[src/sv/sal_pkg.sv]
// Shared constants, codes and helpers for the set-associative LRU cache.
// No dependencies; every other file of the block imports this package.
package sal_pkg;

    // Default geometry
    localparam int DEF_MAX_SET_BITS = 6;
    localparam int DEF_MAX_WAYS     = 8;

    // Request kinds carried on s_tuser
    localparam logic [1:0] REQ_LOAD   = 2'd0;
    localparam logic [1:0] REQ_STORE  = 2'd1;
    localparam logic [1:0] REQ_MODIFY = 2'd2;
    localparam logic [1:0] REQ_IGNORE = 2'd3;

    // Configuration register indexes
    localparam int CFG_IDX_W = 2;
    localparam int CFG_DAT_W = 5;
    localparam logic [CFG_IDX_W-1:0] CFG_SET_BITS    = 2'd0;
    localparam logic [CFG_IDX_W-1:0] CFG_OFFSET_BITS = 2'd1;
    localparam logic [CFG_IDX_W-1:0] CFG_WAYS        = 2'd2;

    localparam int ADDR_W    = 32;
    localparam int CNT_W     = 32;
    localparam int M_FIELD_W = 2 + 3 * CNT_W;
    localparam int M_TDATA_W = ((M_FIELD_W + 7) / 8) * 8;
    localparam int M_PAD_W   = M_TDATA_W - M_FIELD_W;

    // Outcome of one way scan
    typedef struct packed {
        logic hit;
        logic evict;
        logic no_limit;
    } sal_pick_t;

    function automatic logic [CNT_W-1:0] sat_inc(input logic [CNT_W-1:0] v);
        return (v == {CNT_W{1'b1}}) ? v : v + CNT_W'(1);
    endfunction

endpackage

[src/sv/sal_way_unit.sv]
// Shared way compare unit: takes one way per cycle and keeps the first hit,
// the first free way and the oldest way of the set. Depends on sal_pkg.
module sal_way_unit import sal_pkg::*; #(
    parameter int MAX_WAYS = DEF_MAX_WAYS
) (
    input  logic                                            aclk,
    input  logic                                            aresetn,
    input  logic                                            start,
    input  logic                                            step,
    input  logic [((MAX_WAYS > 1) ? $clog2(MAX_WAYS) : 1)-1:0] step_way,
    input  logic                                            step_valid,
    input  logic [ADDR_W-1:0]                               step_tag,
    input  logic [((MAX_WAYS > 1) ? $clog2(MAX_WAYS) : 1)-1:0] step_age,
    input  logic [ADDR_W-1:0]                               key_tag,
    output sal_pick_t                                       pick,
    output logic [((MAX_WAYS > 1) ? $clog2(MAX_WAYS) : 1)-1:0] pick_way,
    output logic [((MAX_WAYS > 1) ? $clog2(MAX_WAYS) : 1)-1:0] pick_age
);
    localparam int WAY_W = (MAX_WAYS > 1) ? $clog2(MAX_WAYS) : 1;

    logic             hit_reg;
    logic [WAY_W-1:0] hit_way_reg;
    logic [WAY_W-1:0] hit_age_reg;
    logic             free_reg;
    logic [WAY_W-1:0] free_way_reg;
    logic [WAY_W-1:0] best_way_reg;
    logic [WAY_W-1:0] best_age_reg;

    always_ff @(posedge aclk) begin
        if (!aresetn || start) begin
            hit_reg  <= 1'b0;
            free_reg <= 1'b0;
        end else if (step) begin
            if (step_valid && step_tag == key_tag && !hit_reg) begin
                hit_reg     <= 1'b1;
                hit_way_reg <= step_way;
                hit_age_reg <= step_age;
            end
            if (!step_valid && !free_reg) begin
                free_reg     <= 1'b1;
                free_way_reg <= step_way;
            end
        end
    end

    // Oldest way; ties keep the lowest index
    always_ff @(posedge aclk) begin
        if (step && (step_way == '0 || step_age > best_age_reg)) begin
            best_way_reg <= step_way;
            best_age_reg <= step_age;
        end
    end

    assign pick.hit      = hit_reg;
    assign pick.evict    = !hit_reg && !free_reg;
    assign pick.no_limit = !hit_reg && free_reg;
    assign pick_way = hit_reg ? hit_way_reg : (free_reg ? free_way_reg : best_way_reg);
    assign pick_age = hit_reg ? hit_age_reg : best_age_reg;

endmodule

[config.mk]
export PLATFORM = sky130hd
export DESIGN_NAME = sal_way_unit
export DESIGN_NICKNAME = d
export VERILOG_FILES = /design/src/sv/sal_pkg.sv /design/src/sv/sal_way_unit.sv
export SDC_FILE = /design/constraint.sdc
export NUM_CORES = 1
export LEC_CHECK = 0
export BUFFER_PORTS_ARGS = -buffer_cell sky130_fd_sc_hd__buf_4
export CAP_MARGIN = 5
export CELL_PAD_IN_SITES_DETAIL_PLACEMENT = 0
export CELL_PAD_IN_SITES_GLOBAL_PLACEMENT = 1
export CORE_MARGIN = 1.5
export CORE_UTILIZATION = 30
export CTS_CLUSTER_SIZE = 8
export DETAILED_ROUTE_END_ITERATION = 10
export PLACE_DENSITY_LB_ADDON = 0.15
export SYNTH_ARGS = -nofsm -noshare
export SYNTH_HDL_FRONTEND = slang
export SYNTH_SLANG_ARGS = --single-unit
[constraint.sdc]
create_clock -name aclk -period 2.9 [get_ports aclk]
set_clock_uncertainty 0.05 [all_clocks]
set_input_delay 0.29 -clock aclk [delete_from_list [all_inputs] [get_ports aclk]]
set_output_delay 0.29 -clock aclk [all_outputs]
set_load 0.02 [all_outputs]
==> results.cfg <==
[floorplan]
floorplan.rows = 21
dieHeight_um = 63.2
top_level_ports = 84
starting_utilization_of_the_core_area_pct = 31.8
die_width_um = 63.2
die_outline_area_sq_mm = 0.00399
core_area_sq_mm = 0.00342

[sta]
setup-tns-final_ps = 0
timing.final.setup_violations = 0
final-max-slew-violation-count = 0
timing.hold.ws_ps = 151
tcrit_tclk_final_pct = 62.9
hold_violations = 0
fmax_mhz = 548
clock_period_minus_worst_slack_ps = 1830
maxSlewHeadroom_pct = 65.7
rsz0062_at_grt = no
worst-slew-pin-transition_ps = 513

[synthesis]
post_synth_main_area_contributors = edfxtp_1 (41%), xnor2_1 (24%), nand4_1 (4.6%)
yosysWarnings = 0
postSynthCellCount = 98
synthFlopType = edfxtp_1
post-synth-top-area-fraction_pct = 41.4
synth_area_leader_cell = edfxtp_1
complex_gate_fraction_of_the_synthesized_area_pct = 6.10
seq_area_frac_synth_pct = 45.1
mappedNetlistArea_sq_mm = 0.00109
ys_types = 24
dominant_combinational_cell_family_by_area_after_synthesis = XOR/XNOR gates
synth_xor_xnor_area_share_pct = 26.5
synthArstFlopShare_pct = 0
yosys_register_bits = 17
simple_gate_fraction_of_synth_area_pct = 12.3
synthMuxAreaShare_pct = 3.80
syn-mean-instance-area_sq_um = 11.1
post_synth_fa_ha_maj_area_fraction_pct = 3.45
synth-edff-count = 15
synth_fp_nets = 176

[drt]
drc = 0
wl_per_cell_um = 11.5
dr_total_vias = 1001
detail_route.wirelength_um = 2630
firstDrtPassIters = 2
drt_iter0_drc = 8
antenna_violating_nets_post_route = 0
routed_via_density = 4.39

[critical_path]
worstPathArrival_ps = 1490
worst-endpoint-required_ps = 2560
setup.worst_path.start_class = register
crit_path_max_fanout = 16
start_to_end_type_of_the_worst_setup_path = reg -> out
critical_path.endpoint_type = primary output

[power]
cellLeakagePower_nw = 0.749
ir_worst_vdd_v = 0.000128
cellPowerDensity_mw_per_mm2 = 322

[layout]
area_growth_pct = 63.6
fill_cells = 312
mostFrequentLayoutCell = buf_4
finish.net_count = 261
antenna_cells_inserted = 0
utilization_after_layout_pct = 52.1
fraction_of_final_layout_cells_sized_beyond_drive_strength_1_pct = 48.4
final_area_sq_mm = 0.00178
highest_count_cells_in_the_layout_ignoring_fill_and_taps = buf_4 (83), xnor2_1 (30), edfxtp_1 (15)

[grt]
grt_first_pass_wirelength_um = 4280
grt_max_degree = 17
global_route.overflow_total = 0
antenna_found_initial = 0
grt_use_total_pct = 13.6
grt_pass1_vias = 1045

[clocking]
numCtsBuffers = 3
clock_tree.buffer_depth = 2
clk-insertion-delay-late_ps = 280
clk_root_buffer_cell = clkbuf_4
clock_sink_count = 17
cts_htree_levels = 1
post_cts_resize_count = 0
cts_post_setup_buffers_inserted = 0
ctsHoldBuffers = 0
tritoncts = built
clkTransAtPathRegs_ps = 90

[placement]
routabilityCongestion = 0.724
hpwlAfterDp_um = 2360
place.port_buffers = 83
placed_cell_area_sq_mm = 0.00175

[status]
run_status = complete, no violations

[run]
max_cap_violations = 0

[hold_path]
min_path_type = in -> reg
-- metrics by stage --
stage | setup slack [ps] | power [mW] | instances
after floorplan | 1380 | 0.355 | 98
after global placement | 1130 | 0.458 | 224
after detailed placement | 1070 | 0.462 | 224
after CTS | 1020 | 0.581 | 228
after global routing | 951 | 0.607 | 228
final | 1070 | 0.573 | 228
-- final timing paths --
kind | depth (start not counted) | endpoint | slack (ps) | startpoint
worst max-delay path | 2 | pick_age[0] | 1070 | hit_reg
worst min-delay path | 1 | hit_age_reg[0] | 150 | step_age[0]
worst max register to register | 2 | hit_way_reg[0] | 1280 | hit_reg
worst min register to register | 1 | free_reg | 610 | free_reg
-- critical path, stage by stage, from the launching register on --
cell and delay, ps:
dfxtp_1 650, mux2_2 400, buf_4 160
-- where the power goes --
group          internal, mW  switching [mW]  total [mW]  leakage, nW
logic                 0.114          0.0622       0.176        0.580
clock network        0.0533          0.0659       0.119       0.0150
registers             0.275         0.00306       0.278        0.153
-- area by class of cell --
cell class	instances	area, sq um	area share, %
clock buffers	4	26.3	1.48
inverters	4	15.0	0.844
multi-input cells	74	567	31.9
flip-flops and latches	17	490	27.6
well taps	46	57.6	3.23
repair buffers	83	623	35.0
-- cells by family (layout without fill, tap and decap cells) --
kind of cell | count (synthesis) | in the layout
compound gates | 11 | 11
xor+xnor | 32 | 32
fa+ha+maj | 3 | 3
buf+inv | 7 | 91
flops | 17 | 17
mux | 4 | 4
simple gates | 24 | 24
-- metal layers --
layer	global-route usage [%]	vias up	routed length [um]
met3	4.64	2	305
met2	24.5	54	1340
met5	0	-	0
met1	14.8	430	974
met4	4.89	0	8
li1	-	515	-
-- synthesized netlist by cell type, drive strengths merged (2+ instances only) --
| library cell | number |
|---|---|
| nand4 | 8 |
| nor3 | 3 |
| dfxtp | 2 |
| clkbuf | 2 |
| edfxtp | 15 |
| ha | 3 |
| nor2b | 3 |
| inv | 4 |
| a21o | 2 |
| o21a | 2 |
| o21ai | 5 |
| mux2i | 3 |
| xnor2 | 31 |
| nand2 | 6 |
Note: power is estimated with default switching activity, not from simulation.
